File: src/design/shpd_pkg.sv
// shared types and constants of the sensor hub packet deframer
package shpd_pkg;

    localparam int PADDR_W = 4;

    localparam logic [14:0] HDR_BYTES       = 15'd4;
    localparam logic [14:0] PID_MIN_PAYLOAD = 15'd8;
    localparam logic [7:0]  CTRL_CHANNEL    = 8'd2;
    localparam logic [7:0]  PID_RESPONSE    = 8'hF8;
    localparam logic [7:0]  LEN_ALL_ONES    = 8'hFF;

    localparam logic [14:0] MAX_PACKET_LEN_RST  = 15'd512;
    localparam logic [8:0]  CHANNEL_COUNT_RST   = 9'd6;
    localparam logic [31:0] EXPECTED_PID_RST    = 32'd10004148;

    typedef enum logic [2:0] {
        KIND_HEADER  = 3'd0,
        KIND_KEPT    = 3'd1,
        KIND_DRAINED = 3'd2,
        KIND_EMPTY   = 3'd3,
        KIND_INVALID = 3'd4
    } kind_t;

    typedef enum logic [1:0] {
        REG_MAX_PACKET_LEN = 2'd0,
        REG_CHANNEL_COUNT  = 2'd1,
        REG_EXPECTED_PID   = 2'd2,
        REG_UNUSED         = 2'd3
    } reg_idx_t;

    typedef struct packed {
        logic [14:0] max_packet_len;
        logic [8:0]  channel_count;
        logic [31:0] expected_product_id;
    } shpd_cfg_t;

endpackage

File: src/design/shpd_if.sv
// byte input and result output channel interfaces
interface shpd_in_if;
    logic       valid;
    logic       ready;
    logic [7:0] rx_byte;

    modport source (output valid, output rx_byte, input ready);
    modport sink   (input valid, input rx_byte, output ready);
endinterface

interface shpd_out_if;
    logic        valid;
    logic        ready;
    logic [2:0]  kind;
    logic [7:0]  data_byte;
    logic [14:0] payload_index;
    logic [7:0]  channel_number;
    logic [14:0] payload_length;
    logic        packet_done;
    logic [7:0]  report_id;
    logic [31:0] product_id;
    logic        id_valid;
    logic        id_match;
    logic        link_ok;
    logic [15:0] packets_received;

    modport source (
        output valid, input ready,
        output kind, output data_byte, output payload_index, output channel_number,
        output payload_length, output packet_done, output report_id, output product_id,
        output id_valid, output id_match, output link_ok,
        output packets_received
    );
    modport sink (
        input valid, output ready,
        input kind, input data_byte, input payload_index, input channel_number,
        input payload_length, input packet_done, input report_id, input product_id,
        input id_valid, input id_match, input link_ok,
        input packets_received
    );
endinterface

File: src/design/shpd_cfg_regs.sv
// apb configuration registers of the deframer
module shpd_cfg_regs (
    input  logic                         clk,
    input  logic                         rst_n,
    input  logic                         psel,
    input  logic                         penable,
    input  logic                         pwrite,
    input  logic [shpd_pkg::PADDR_W-1:0] paddr,
    input  logic [31:0]                  pwdata,
    output logic [31:0]                  prdata,
    output logic                         pready,
    output shpd_pkg::shpd_cfg_t          cfg
);
    import shpd_pkg::*;

    shpd_cfg_t cfg_reg;
    reg_idx_t  idx;
    logic      wr_en;

    assign idx    = reg_idx_t'(paddr[3:2]);
    assign wr_en  = psel && penable && pwrite;
    assign pready = 1'b1;
    assign cfg    = cfg_reg;

    always_ff @(posedge clk or negedge rst_n)
    begin
        if (!rst_n)
        begin
            cfg_reg.max_packet_len      <= MAX_PACKET_LEN_RST;
            cfg_reg.channel_count       <= CHANNEL_COUNT_RST;
            cfg_reg.expected_product_id <= EXPECTED_PID_RST;
        end
        else if (wr_en)
        begin
            unique case (idx)
                REG_MAX_PACKET_LEN: cfg_reg.max_packet_len      <= pwdata[14:0];
                REG_CHANNEL_COUNT:  cfg_reg.channel_count       <= pwdata[8:0];
                REG_EXPECTED_PID:   cfg_reg.expected_product_id <= pwdata;
                default:            ;
            endcase
        end
    end

    always_comb
    begin
        unique case (idx)
            REG_MAX_PACKET_LEN: prdata = {17'd0, cfg_reg.max_packet_len};
            REG_CHANNEL_COUNT:  prdata = {23'd0, cfg_reg.channel_count};
            REG_EXPECTED_PID:   prdata = cfg_reg.expected_product_id;
            default:            prdata = 32'd0;
        endcase
    end

endmodule

File: src/design/shpd_deframe_core.sv
// packet deframing state, diagnostics and result register
module shpd_deframe_core #(
    parameter int KEPT_PAYLOAD_BYTES = 64
) (
    input  logic                clk,
    input  logic                rst_n,
    input  shpd_pkg::shpd_cfg_t cfg,
    shpd_in_if.sink             rx,
    shpd_out_if.source          res
);
    import shpd_pkg::*;

    localparam logic [14:0] KEPT_LIMIT = 15'(KEPT_PAYLOAD_BYTES);

    logic [14:0] pos_reg, pos_next;
    logic [7:0]  len_low_reg, len_low_next;
    logic [14:0] pkt_len_reg, pkt_len_next;
    logic [7:0]  chan_reg, chan_next;
    logic [7:0]  report_reg, report_next;
    logic [31:0] id_asm_reg, id_asm_next;
    logic [31:0] latched_id_reg, latched_id_next;
    logic        pid_valid_reg, pid_valid_next;
    logic        pid_match_reg, pid_match_next;
    logic        link_ok_reg, link_ok_next;
    logic [7:0]  last_report_reg, last_report_next;
    logic [15:0] pkt_count_reg, pkt_count_next;

    logic        out_valid_reg;
    kind_t       kind_reg, kind_next;
    logic [7:0]  data_reg;
    logic [14:0] pidx_reg, pidx_next;
    logic [7:0]  ochan_reg, ochan_next;
    logic [14:0] oplen_reg, oplen_next;
    logic        done_reg, done_next;

    logic        accept;
    logic [7:0]  b;
    logic [14:0] pidx_w;
    logic [14:0] plen_w;
    logic        last_byte;

    assign rx.ready = !out_valid_reg || res.ready;
    assign accept   = rx.valid && rx.ready;
    assign b        = rx.rx_byte;
    assign pidx_w   = pos_reg - HDR_BYTES;
    assign plen_w   = pkt_len_reg - HDR_BYTES;
    assign last_byte = ({1'b0, pos_reg} + 16'd1) >= {1'b0, pkt_len_reg};

    always_comb
    begin
        pos_next         = pos_reg;
        len_low_next     = len_low_reg;
        pkt_len_next     = pkt_len_reg;
        chan_next        = chan_reg;
        report_next      = report_reg;
        id_asm_next      = id_asm_reg;
        latched_id_next  = latched_id_reg;
        pid_valid_next   = pid_valid_reg;
        pid_match_next   = pid_match_reg;
        link_ok_next     = link_ok_reg;
        last_report_next = last_report_reg;
        pkt_count_next   = pkt_count_reg;
        kind_next        = KIND_HEADER;
        pidx_next        = 15'd0;
        ochan_next       = 8'd0;
        oplen_next       = 15'd0;
        done_next        = 1'b0;

        unique case (pos_reg)
            15'd0:
            begin
                len_low_next = b;
                pos_next     = 15'd1;
            end
            15'd1:
            begin
                pkt_len_next = {b[6:0], len_low_reg};
                len_low_next = b;
                pos_next     = 15'd2;
            end
            15'd2:
            begin
                chan_next  = b;
                ochan_next = b;
                pos_next   = 15'd3;
            end
            15'd3:
            begin
                pos_next = 15'd0;
                if (pkt_len_reg[7:0] == LEN_ALL_ONES && len_low_reg == LEN_ALL_ONES)
                begin
                    kind_next = KIND_EMPTY;
                end
                else if (pkt_len_reg < HDR_BYTES || pkt_len_reg > cfg.max_packet_len
                         || {1'b0, chan_reg} >= cfg.channel_count)
                begin
                    kind_next  = KIND_INVALID;
                    ochan_next = chan_reg;
                end
                else
                begin
                    ochan_next  = chan_reg;
                    oplen_next  = plen_w;
                    report_next = 8'd0;
                    id_asm_next = 32'd0;
                    if (plen_w == 15'd0)
                        done_next = 1'b1;
                    else
                        pos_next = HDR_BYTES;
                end
            end
            default:
            begin
                pidx_next  = pidx_w;
                ochan_next = chan_reg;
                oplen_next = plen_w;
                kind_next  = (pidx_w < KEPT_LIMIT) ? KIND_KEPT : KIND_DRAINED;
                if (pidx_w == 15'd0)
                    report_next = b;
                if (pidx_w[14:3] == 12'd0 && pidx_w[2])
                    id_asm_next = id_asm_reg | (32'(b) << {pidx_w[1:0], 3'b000});
                if (last_byte)
                begin
                    done_next        = 1'b1;
                    pos_next         = 15'd0;
                    pkt_count_next   = pkt_count_reg + 16'd1;
                    last_report_next = report_next;
                    if (chan_reg == CTRL_CHANNEL && report_next == PID_RESPONSE)
                    begin
                        if (plen_w >= PID_MIN_PAYLOAD)
                        begin
                            latched_id_next = id_asm_next;
                            pid_valid_next  = 1'b1;
                            pid_match_next  = (id_asm_next == cfg.expected_product_id);
                        end
                        link_ok_next = 1'b1;
                    end
                end
                else
                begin
                    pos_next = pos_reg + 15'd1;
                end
            end
        endcase
    end

    always_ff @(posedge clk or negedge rst_n)
    begin
        if (!rst_n)
        begin
            pos_reg         <= 15'd0;
            len_low_reg     <= 8'd0;
            pkt_len_reg     <= 15'd0;
            chan_reg        <= 8'd0;
            report_reg      <= 8'd0;
            id_asm_reg      <= 32'd0;
            latched_id_reg  <= 32'd0;
            pid_valid_reg   <= 1'b0;
            pid_match_reg   <= 1'b0;
            link_ok_reg     <= 1'b0;
            last_report_reg <= 8'd0;
            pkt_count_reg   <= 16'd0;
            out_valid_reg   <= 1'b0;
        end
        else
        begin
            if (accept)
            begin
                pos_reg         <= pos_next;
                len_low_reg     <= len_low_next;
                pkt_len_reg     <= pkt_len_next;
                chan_reg        <= chan_next;
                report_reg      <= report_next;
                id_asm_reg      <= id_asm_next;
                latched_id_reg  <= latched_id_next;
                pid_valid_reg   <= pid_valid_next;
                pid_match_reg   <= pid_match_next;
                link_ok_reg     <= link_ok_next;
                last_report_reg <= last_report_next;
                pkt_count_reg   <= pkt_count_next;
                out_valid_reg   <= 1'b1;
            end
            else if (res.ready)
            begin
                out_valid_reg <= 1'b0;
            end
        end
    end

    // result payload, loaded on each input transfer
    always_ff @(posedge clk)
    begin
        if (accept)
        begin
            kind_reg  <= kind_next;
            data_reg  <= b;
            pidx_reg  <= pidx_next;
            ochan_reg <= ochan_next;
            oplen_reg <= oplen_next;
            done_reg  <= done_next;
        end
    end

    // status fields only change on a transfer, so they track the held result
    assign res.valid            = out_valid_reg;
    assign res.kind             = kind_reg;
    assign res.data_byte        = data_reg;
    assign res.payload_index    = pidx_reg;
    assign res.channel_number   = ochan_reg;
    assign res.payload_length   = oplen_reg;
    assign res.packet_done      = done_reg;
    assign res.report_id        = last_report_reg;
    assign res.product_id       = latched_id_reg;
    assign res.id_valid         = pid_valid_reg;
    assign res.id_match         = pid_match_reg;
    assign res.link_ok          = link_ok_reg;
    assign res.packets_received = pkt_count_reg;

endmodule

File: src/design/sensor_hub_packet_deframer.sv
// top level of the sensor hub packet deframer
// result: registered, valid in the cycle after its byte transfer
// throughput: one byte per cycle while the result sink is ready
// the result register frees in the same cycle it is taken, so input and output overlap
// reset: rst_n clears deframing state, diagnostics and counters; registers return
// to their reset values, except the unreset result payload; no clearing pass
module sensor_hub_packet_deframer #(
    parameter int KEPT_PAYLOAD_BYTES = 64
) (
    input  logic                         clk,
    input  logic                         rst_n,
    input  logic                         psel,
    input  logic                         penable,
    input  logic                         pwrite,
    input  logic [shpd_pkg::PADDR_W-1:0] paddr,
    input  logic [31:0]                  pwdata,
    output logic [31:0]                  prdata,
    output logic                         pready,
    shpd_in_if.sink                      rx,
    shpd_out_if.source                   res
);
    import shpd_pkg::*;

    shpd_cfg_t cfg;

    shpd_cfg_regs u_cfg_regs (
        .clk     (clk),
        .rst_n   (rst_n),
        .psel    (psel),
        .penable (penable),
        .pwrite  (pwrite),
        .paddr   (paddr),
        .pwdata  (pwdata),
        .prdata  (prdata),
        .pready  (pready),
        .cfg     (cfg)
    );

    shpd_deframe_core #(
        .KEPT_PAYLOAD_BYTES (KEPT_PAYLOAD_BYTES)
    ) u_deframe_core (
        .clk   (clk),
        .rst_n (rst_n),
        .cfg   (cfg),
        .rx    (rx),
        .res   (res)
    );

endmodule

File: src/flat_wrapper.sv
// flat-port wrapper written by rule: the top's interface ports become plain ports
module sensor_hub_packet_deframer_flat import shpd_pkg::*;
#(
    parameter int KEPT_PAYLOAD_BYTES = 64
)
  (clk, rst_n, psel, penable, pwrite, paddr, pwdata, prdata, pready, rx_valid, rx_rx_byte, rx_ready, res_valid, res_ready, res_kind, res_data_byte, res_payload_index, res_channel_number, res_payload_length, res_packet_done, res_report_id, res_product_id, res_id_valid, res_id_match, res_link_ok, res_packets_received);
  shpd_in_if rx_i ();
  shpd_out_if res_i ();
  input  logic clk;
  input  logic rst_n;
  input  logic psel;
  input  logic penable;
  input  logic pwrite;
  input  logic [shpd_pkg::PADDR_W-1:0] paddr;
  input  logic [31:0] pwdata;
  output logic [31:0] prdata;
  output logic pready;
  input wire logic [$bits(rx_i.valid)-1:0] rx_valid;
  input wire logic [$bits(rx_i.rx_byte)-1:0] rx_rx_byte;
  output wire logic [$bits(rx_i.ready)-1:0] rx_ready;
  output wire logic [$bits(res_i.valid)-1:0] res_valid;
  input wire logic [$bits(res_i.ready)-1:0] res_ready;
  output wire logic [$bits(res_i.kind)-1:0] res_kind;
  output wire logic [$bits(res_i.data_byte)-1:0] res_data_byte;
  output wire logic [$bits(res_i.payload_index)-1:0] res_payload_index;
  output wire logic [$bits(res_i.channel_number)-1:0] res_channel_number;
  output wire logic [$bits(res_i.payload_length)-1:0] res_payload_length;
  output wire logic [$bits(res_i.packet_done)-1:0] res_packet_done;
  output wire logic [$bits(res_i.report_id)-1:0] res_report_id;
  output wire logic [$bits(res_i.product_id)-1:0] res_product_id;
  output wire logic [$bits(res_i.id_valid)-1:0] res_id_valid;
  output wire logic [$bits(res_i.id_match)-1:0] res_id_match;
  output wire logic [$bits(res_i.link_ok)-1:0] res_link_ok;
  output wire logic [$bits(res_i.packets_received)-1:0] res_packets_received;
  assign rx_i.valid = rx_valid;
  assign rx_i.rx_byte = rx_rx_byte;
  assign rx_ready = rx_i.ready;
  assign res_valid = res_i.valid;
  assign res_i.ready = res_ready;
  assign res_kind = res_i.kind;
  assign res_data_byte = res_i.data_byte;
  assign res_payload_index = res_i.payload_index;
  assign res_channel_number = res_i.channel_number;
  assign res_payload_length = res_i.payload_length;
  assign res_packet_done = res_i.packet_done;
  assign res_report_id = res_i.report_id;
  assign res_product_id = res_i.product_id;
  assign res_id_valid = res_i.id_valid;
  assign res_id_match = res_i.id_match;
  assign res_link_ok = res_i.link_ok;
  assign res_packets_received = res_i.packets_received;
  sensor_hub_packet_deframer #(.KEPT_PAYLOAD_BYTES(KEPT_PAYLOAD_BYTES)) u_core (.clk(clk), .rst_n(rst_n), .psel(psel), .penable(penable), .pwrite(pwrite), .paddr(paddr), .pwdata(pwdata), .prdata(prdata), .pready(pready), .rx(rx_i), .res(res_i));
endmodule
File: config.mk
export PLATFORM = sky130hd
export DESIGN_NAME = sensor_hub_packet_deframer_flat
export DESIGN_NICKNAME = d
export VERILOG_FILES = /design/src/design/shpd_pkg.sv /design/src/design/shpd_if.sv /design/src/design/shpd_cfg_regs.sv /design/src/design/shpd_deframe_core.sv /design/src/design/sensor_hub_packet_deframer.sv /design/src/flat_wrapper.sv
export SDC_FILE = /design/constraint.sdc
export NUM_CORES = 1
export LEC_CHECK = 0
export BUFFER_PORTS_ARGS = -buffer_cell sky130_fd_sc_hd__buf_2
export CORE_MARGIN = 2
export CORE_UTILIZATION = 62
export CTS_BUF_LIST = sky130_fd_sc_hd__clkbuf_8 sky130_fd_sc_hd__clkbuf_16
export DETAILED_ROUTE_END_ITERATION = 10
export PLACE_DENSITY = 0.91
export SLEW_MARGIN = 10
export SYNTH_ARGS = -nofsm -noshare
export SYNTH_HDL_FRONTEND = slang
export SYNTH_SLANG_ARGS = --single-unit
export TNS_END_PERCENT = 100
File: constraint.sdc
create_clock -name clk -period 8.5 [get_ports clk]
set_input_delay 1.7 -clock clk [delete_from_list [all_inputs] [get_ports clk]]
set_output_delay 1.7 -clock clk [all_outputs]
set_load 0.005 [all_outputs]
==> results of run 1 <==
## Yosys cell counts (14+ instances only)
cell	count	share of area
a21oi_1	93	0.035
a22o_1	17	0.011
and2_1	23	0.011
clkbuf_1	58	0.016
dfrtp_1	188	0.36
dfstp_2	14	0.028
edfxtp_1	50	0.11
ha_1	51	0.048
inv_1	79	0.022
mux2_2	51	0.043
mux2i_1	21	0.016
nand2_1	136	0.039
nand2b_1	18	0.0085
nand3_1	35	0.013
nand4_1	23	0.011
nor2_1	104	0.030
nor4_1	14	0.0066
o21ai_0	71	0.027
o21ai_1	29	0.011
o22ai_1	20	0.0095
xnor2_1	35	0.023
## report_power, final
| group | switching, mW | total (mW) | internal, mW | leakage (nW) |
|---|---|---|---|---|
| Combinational | 0.881 | 1.50 | 0.618 | 3.58 |
| Clock | 0.485 | 1.20 | 0.710 | 0.473 |
| Sequential | 0.311 | 1.87 | 1.55 | 3.05 |
| Total | 1.68 | 4.56 | 2.88 | 7.10 |
## routing by layer
layer	vias to the layer above	GRT usage	wire length [um]
li1	5057	-	-
met1	5521	0.441	14800
met2	623	0.587	19400
met3	139	0.0518	2840
met4	0	0.150	1850
met5	-	0	0
## layout make-up
type | count | area [um^2]
Clock inverter | 16 | 131
Timing Repair Buffer | 202 | 1050
Fill cell | 1489 | 5740
Sequential cell | 252 | 6570
Inverter | 83 | 312
Multi-Input combinational cell | 922 | 6030
Clock buffer | 33 | 781
Tap cell | 275 | 344
## critical path, cell delays in order (launching register included)
cell      delay (ns)
dfrtp_1         0.69
clkinv_1        0.55
ha_1            0.44
or3_1           0.46
o21a_1          0.49
nor2_4          0.88
o31a_1          0.89
or4b_4          0.86
nand2_1         0.19
o21ai_0         0.12
## final timing paths
kind,slack (ns),endpoint
setup / recovery,2.71,u_core.u_deframe_core.res.product_id[31]
hold / removal,0.48,u_core.u_deframe_core.res.packets_received[15]
setup reg to reg,2.71,u_core.u_deframe_core.res.product_id[31]
hold reg to reg,0.48,u_core.u_deframe_core.res.packets_received[15]
max in group asynchronous,5.63,u_core.u_deframe_core.res.product_id[29]
min in group asynchronous,1.30,u_core.u_cfg_regs.cfg[14]
## logic make-up (layout without fill, tap and decap cells)
kind of cell / Yosys count / count (layout)
XOR/XNOR: 48 / 48
adder cells (fa/ha/maj): 51 / 51
flip-flops: 252 / 252
buffers and inverters: 160 / 334
other: 1 / 1
AND/OR/NAND/NOR: 427 / 427
AO/OA/AOI/OAI: 323 / 323
multiplexers: 72 / 72
==> run summary, run 1 <==
Leakage power: 7.10 nW
CTS tree: yes
Setup Fix Bufs, Post-CTS: 0
Total routed wirelength: 38.9 mm
RSZ-0062 raised after global routing: no
Synthesized netlist cell count: 1,334
Residual DRC count: 0
Crit path arrival time: 6.16 ns
1st-iter DRT viols: 1,301
Die H: 150 um
Worst skew pair latency: 0.54 ns
Synthesized-area fraction occupied by adder cells: 0.0482
Status: finished clean
Non-filler cells, final: 1,783
Synth Net Count: 1,436
Cell area after layout: 15,200 um^2
Post-Syn Area per Cell: 9.92 um^2
Max-slew headroom: 0.262
Post-CTS Resized: 0
Hold Startpoint: u_core.u_deframe_core.res.packets_received[15]
Post-synthesis mux area share: 0.0593
Fmax: 0.173 GHz
DR vias/cell: 6.36
Dpl hpwl: 27.4 mm
Tot GR Track Use: 0.345
Synthesis-stage register bit count: 252
Worst Hold Class: reg -> reg
Routed len/inst: 21.8 um
Share of layout cells above drive strength 1: 0.221
First-pass GRT wire length: 60.4 mm
Post-synth ARST share: 0.802
Setup TNS: 0 ns
Final Hold Fails: 0
Synth unique cells: 79
Synth Area in Simple Gates: 0.160
Std cell rows: 53
Post-synthesis xor/xnor area fraction: 0.0318
Starting density of the core: 0.631
Die width: 150 um
Initial antenna violation count: 0
Clk slew on worst S/H paths: 0.06 ns
Post-placement setup slack: 3.01 ns
Max Cap Viol: 0
CTS Buf Count: 27
Register area share after synthesis: 0.497
Largest register FFs: 56
Worst setup startpoint: u_core.u_deframe_core.pos_reg[0]
CTS max path bufs: 3
YS warnings: 0
Diodes inserted: 0
Crit. End Element: flop
Htree depth: 1
RR Startpoint: u_core.u_deframe_core.pos_reg[0]
Die area: 22,500 um^2
CTS sink cnt: 252
Fin crit share: 0.681
Nets: 1,590
GP Congestion: 0.974
Via Count: 11,300
CP Class: reg -> reg
IO Pins: 195
Routed Antenna Nets: 0
Hold slack final: 0.476 ns
Port buffer count: 191
Vias in the first global route: 11,200
Worst-margin pin slew: 1.10 ns
Util after Layout: 0.726
Compound-gate portion of the synthesized area: 0.154
Min Tclk post-route: 5.79 ns
Largest family of logic cells by synthesized area: simple AND/OR/NAND/NOR gates
Fin. max-slew vios: 0
Most frequent cells in the layout: 190 x buf_2, 188 x dfrtp_1, 136 x nand2_1
Pwr/cell area: 300 nW/um^2
Syn-to-layout area delta: 15.0%
Area after DPL: 14,300 um^2
Placed insts: 1,734
Hold_buf cts: 0
Post-synth EDFFs: 50
Crit Path Max Fanout: 67
Commonest register cell after synthesis: dfrtp_1
Final setup violation count: 0
R2R cell count: 9
Power Total: 4.56 mW
GR Overflow Total: 0
DR pass1 iterations: 6
Setup slack after layout: 2.71 ns
Largest net degree at the start of global routing: 124
Setup Skew: 0.0139 ns
Hold depth: 1
CTS root buffer: clkbuf_16
Most common cell after layout, fill and taps aside: buf_2
IR drop worst, VDD: 232 uV
Core footprint: 21,000 um^2
Crit start category: flop
Mapped cell area: 13,200 um^2
Required time of the critical path: 8.87 ns
No activity file was read; power rests on OpenSTA's default activity.
==> run 2: changes to the inputs <==
--- a/config.mk
+++ b/config.mk
@@ -5,12 +5,13 @@
 export SDC_FILE = /design/constraint.sdc
 export NUM_CORES = 1
 export LEC_CHECK = 0
+export ABC_AREA = 1
 export BUFFER_PORTS_ARGS = -buffer_cell sky130_fd_sc_hd__buf_2
 export CORE_MARGIN = 2
-export CORE_UTILIZATION = 62
+export CORE_UTILIZATION = 58
 export CTS_BUF_LIST = sky130_fd_sc_hd__clkbuf_8 sky130_fd_sc_hd__clkbuf_16
 export DETAILED_ROUTE_END_ITERATION = 10
-export PLACE_DENSITY = 0.91
+export PLACE_DENSITY = 0.86
 export SLEW_MARGIN = 10
 export SYNTH_ARGS = -nofsm -noshare
 export SYNTH_HDL_FRONTEND = slang
==> constraint.sdc (replaced) <==
create_clock -name clk -period 5.92 [get_ports clk]
set_input_delay 1.184 -clock clk [delete_from_list [all_inputs] [get_ports clk]]
set_output_delay 1.184 -clock clk [all_outputs]
set_load 0.005 [all_outputs]
==> run 2 against run 1 <==
Design area grew 3.4%; sequential power grew 47%; clock power grew 46%; largest cell class unchanged; die area grew 9.7%; utilization shrank 5.0 points; via count grew 11%; count of clock-buffer cells in the layout shrank 3; sequential share of layout area shrank 1.4 points; clock skew grew 0.0011 ns; wire length shrank 2.1%; final cell count grew 25%.
==> run summary, run 2 <==
Status: finished clean
Register area share after synthesis: 0.483 (-0.0141)
Max-slew headroom: 0.245 (-0.0169)
Mapped cell area: 13,600 um^2 (+2.9%)
Htree depth: 1 (unchanged)
Hold slack final: 0.461 ns (-0.0157 ns)
CTS tree: yes
Setup TNS: 0 ns (unchanged)
Crit start category: flop
Most frequent cell after synthesis: nand2_1
Setup Skew: 0.0150 ns (+0.00109 ns)
Top cells by count, synth: 464 x nand2_1, 237 x inv_1, 188 x dfrtp_1
Total routed wirelength: 38.1 mm (-2.1%)
GP Congestion: 0.928 (-4.7%)
Fin crit share: 0.811 (+0.130)
CTS sink cnt: 252 (unchanged)
RSZ-0062 raised after global routing: no
Share of layout cells above drive strength 1: 0.162 (-0.0590)
Synth Net Count: 1,817 (+27%)
Routed len/inst: 17.1 um (-22%)
Final Hold Fails: 0 (unchanged)
Post-Syn Area per Cell: 7.94 um^2 (-20%)
Setup Fix Bufs, Post-CTS: 0 (unchanged)
DR vias/cell: 5.63 (-11%)
Worst Hold Class: reg -> reg
Required time of the critical path: 6.40 ns (-2.47 ns)
Synthesized netlist cell count: 1,715 (+29%)
IR drop worst, VDD: 325 uV (+40%)
Routed Antenna Nets: 0 (unchanged)
Std cell rows: 56 (+5.7%)
DR pass1 iterations: 5 (-1)
Placed insts: 2,177 (+26%)
Fin. max-slew vios: 0 (unchanged)
Most frequent cells in the layout: 463 x nand2_1, 239 x inv_1, 190 x buf_2
Largest net degree at the start of global routing: 111 (-10%)
Top cell by count, worst path: nand3_1
Synth unique cells: 43 (-46%)
Via Count: 12,600 (+11%)
Fmax: 0.208 GHz (+21%)
CTS max path bufs: 3 (unchanged)
Commonest register cell after synthesis: dfrtp_1
Crit path arrival time: 5.28 ns (-0.88 ns)
Die width: 157 um (+4.8%)
Largest register FFs: 56 (unchanged)
Die area: 24,700 um^2 (+9.7%)
Most common cell after layout, fill and taps aside: nand2_1
Tot GR Track Use: 0.307 (-0.0382)
Max Cap Viol: 0 (unchanged)
Die H: 157 um (+4.8%)
CP Class: reg -> reg
Max stage delay on crit path: 0.72 ns (-0.17 ns)
Vias in the first global route: 11,700 (+4.6%)
Pwr/cell area: 500 nW/um^2 (+67%)
CP bufs+invs: 5 (+4)
First-pass GRT wire length: 60.0 mm (-0.69%)
Final setup violation count: 0 (unchanged)
CTS Buf Count: 28 (+3.7%)
Leakage power: 8.35 nW (+18%)
Starting density of the core: 0.585 (-0.0460)
Syn-to-layout area delta: 15.6%
Post-synth ARST share: 0.802 (unchanged)
Min Tclk post-route: 4.80 ns (-0.986 ns)
CP top delay family: simple AND/OR/NAND/NOR gates
Util after Layout: 0.677 (-0.0496)
Worst skew pair latency: 0.55 ns (about the same)
CTS root buffer: clkbuf_16
IO Pins: 195 (unchanged)
Port buffer count: 191 (unchanged)
Residual DRC count: 0 (unchanged)
Dpl hpwl: 26.9 mm (-1.9%)
GR Overflow Total: 0 (unchanged)
Core footprint: 23,300 um^2 (+11%)
Hold_buf cts: 0 (unchanged)
1st-iter DRT viols: 1,206 (-7.3%)
Worst path slowest cell: dfrtp_1
Post-CTS Resized: 0 (unchanged)
Yosys top cell area share: 0.345 (-0.0101)
Non-filler cells, final: 2,230 (+25%)
Synthesis-stage register bit count: 252 (unchanged)
Crit. End Element: flop
Nets: 1,990 (+25%)
Post-synth EDFFs: 50 (unchanged)
Leading post-synthesis cells by cell area: dfrtp_1 35%, nand2_1 13%, edfxtp_1 11%, inv_1 6.5%, nand3_1 4.9%
YS warnings: 0 (unchanged)
Crit Path Max Fanout: 34 (-49%)
Worst-margin pin slew: 1.13 ns (+0.0286 ns)
Post-synth top area cell: dfrtp_1
Clk slew on worst S/H paths: 0.06 ns (about the same)
Initial antenna violation count: 1 (+1)
Critical path cell sequence: ha_1 > nand3_1 > nor2_1 > nand3_1 > nor2_1 > inv_1 > nor2_1 > nand3_1 > nor3_1 > xor2_1 > inv_1 > ha_1 > inv_1 > nor3_1 > nand3_1 > nand3_1 > nand2_1 > buf_4 > nor2_1 > nand3_2 > nor2_4 > buf_4 > nand2_1 > nand2_1
[run 2: metrics by stage]
stage	setup slack [ns]	cell area, um^2	power (mW)
after floorplan	2.31	13600	4.97
after global placement	1.37	14800	5.92
after detailed placement	1.23	14800	6.04
after CTS	1.19	15700	7.81
after global routing	0.635	15700	8.41
final	1.12	15700	7.88
[run 2: routing by layer]
metal  global-route usage  routed length, um  vias to the layer above
met5                    0                  0                        -
met4                0.158               2070                        0
met3               0.0611               4090                      141
met2                0.476              17000                      688
met1                0.411              14900                     5841
li1                     -                  -                     5890
[run 2: layout make-up]
class | instances | area (um^2)
Antenna cell | 1 | 2.50
Clock buffer | 30 | 739
Clock inverter | 22 | 189
Fill cell | 1902 | 7520
Inverter | 245 | 920
Multi-Input combinational cell | 1158 | 5850
Sequential cell | 252 | 6570
Tap cell | 319 | 399
Timing Repair Buffer | 203 | 1070
[run 2: cell families (layout without fill, tap and decap cells)]
logic type      Yosys count  count (layout)  share of synthesized area
compound gates          233             233                     0.0950
buf+inv                 305             500                     0.0880
other cells               1               2                   0.000275
simple gates            838             838                      0.265
flops                   252             252                      0.483
fa+ha+maj                51              51                     0.0469
xor+xnor                 35              35                     0.0225
[run 2: worst paths after layout]
| check | startpoint | end | slack [ns] | cells after the start |
|---|---|---|---|---|
| max | u_core.u_deframe_core.pos_reg[1] | u_core.u_deframe_core.res.product_id[5] | 1.12 | 24 |
| min | u_core.u_deframe_core.res.packets_received[15] | u_core.u_deframe_core.res.packets_received[15] | 0.46 | 1 |
| min reg2reg | u_core.u_deframe_core.res.packets_received[15] | u_core.u_deframe_core.res.packets_received[15] | 0.46 | 1 |
| min in group asynchronous | rst_n | u_core.u_deframe_core.res.valid | 0.69 | 1 |
| max in group asynchronous | rst_n | u_core.u_deframe_core.id_asm_reg[20] | 4.21 | 2 |
| max reg2reg | u_core.u_deframe_core.pos_reg[1] | u_core.u_deframe_core.res.product_id[5] | 1.12 | 24 |
[run 2: power breakdown]
group / leakage, nW / internal (mW) / switching (mW)
Sequential: 3.09 / 2.38 / 0.358
Clock: 0.468 / 1.03 / 0.722
Combinational: 4.79 / 1.10 / 2.29
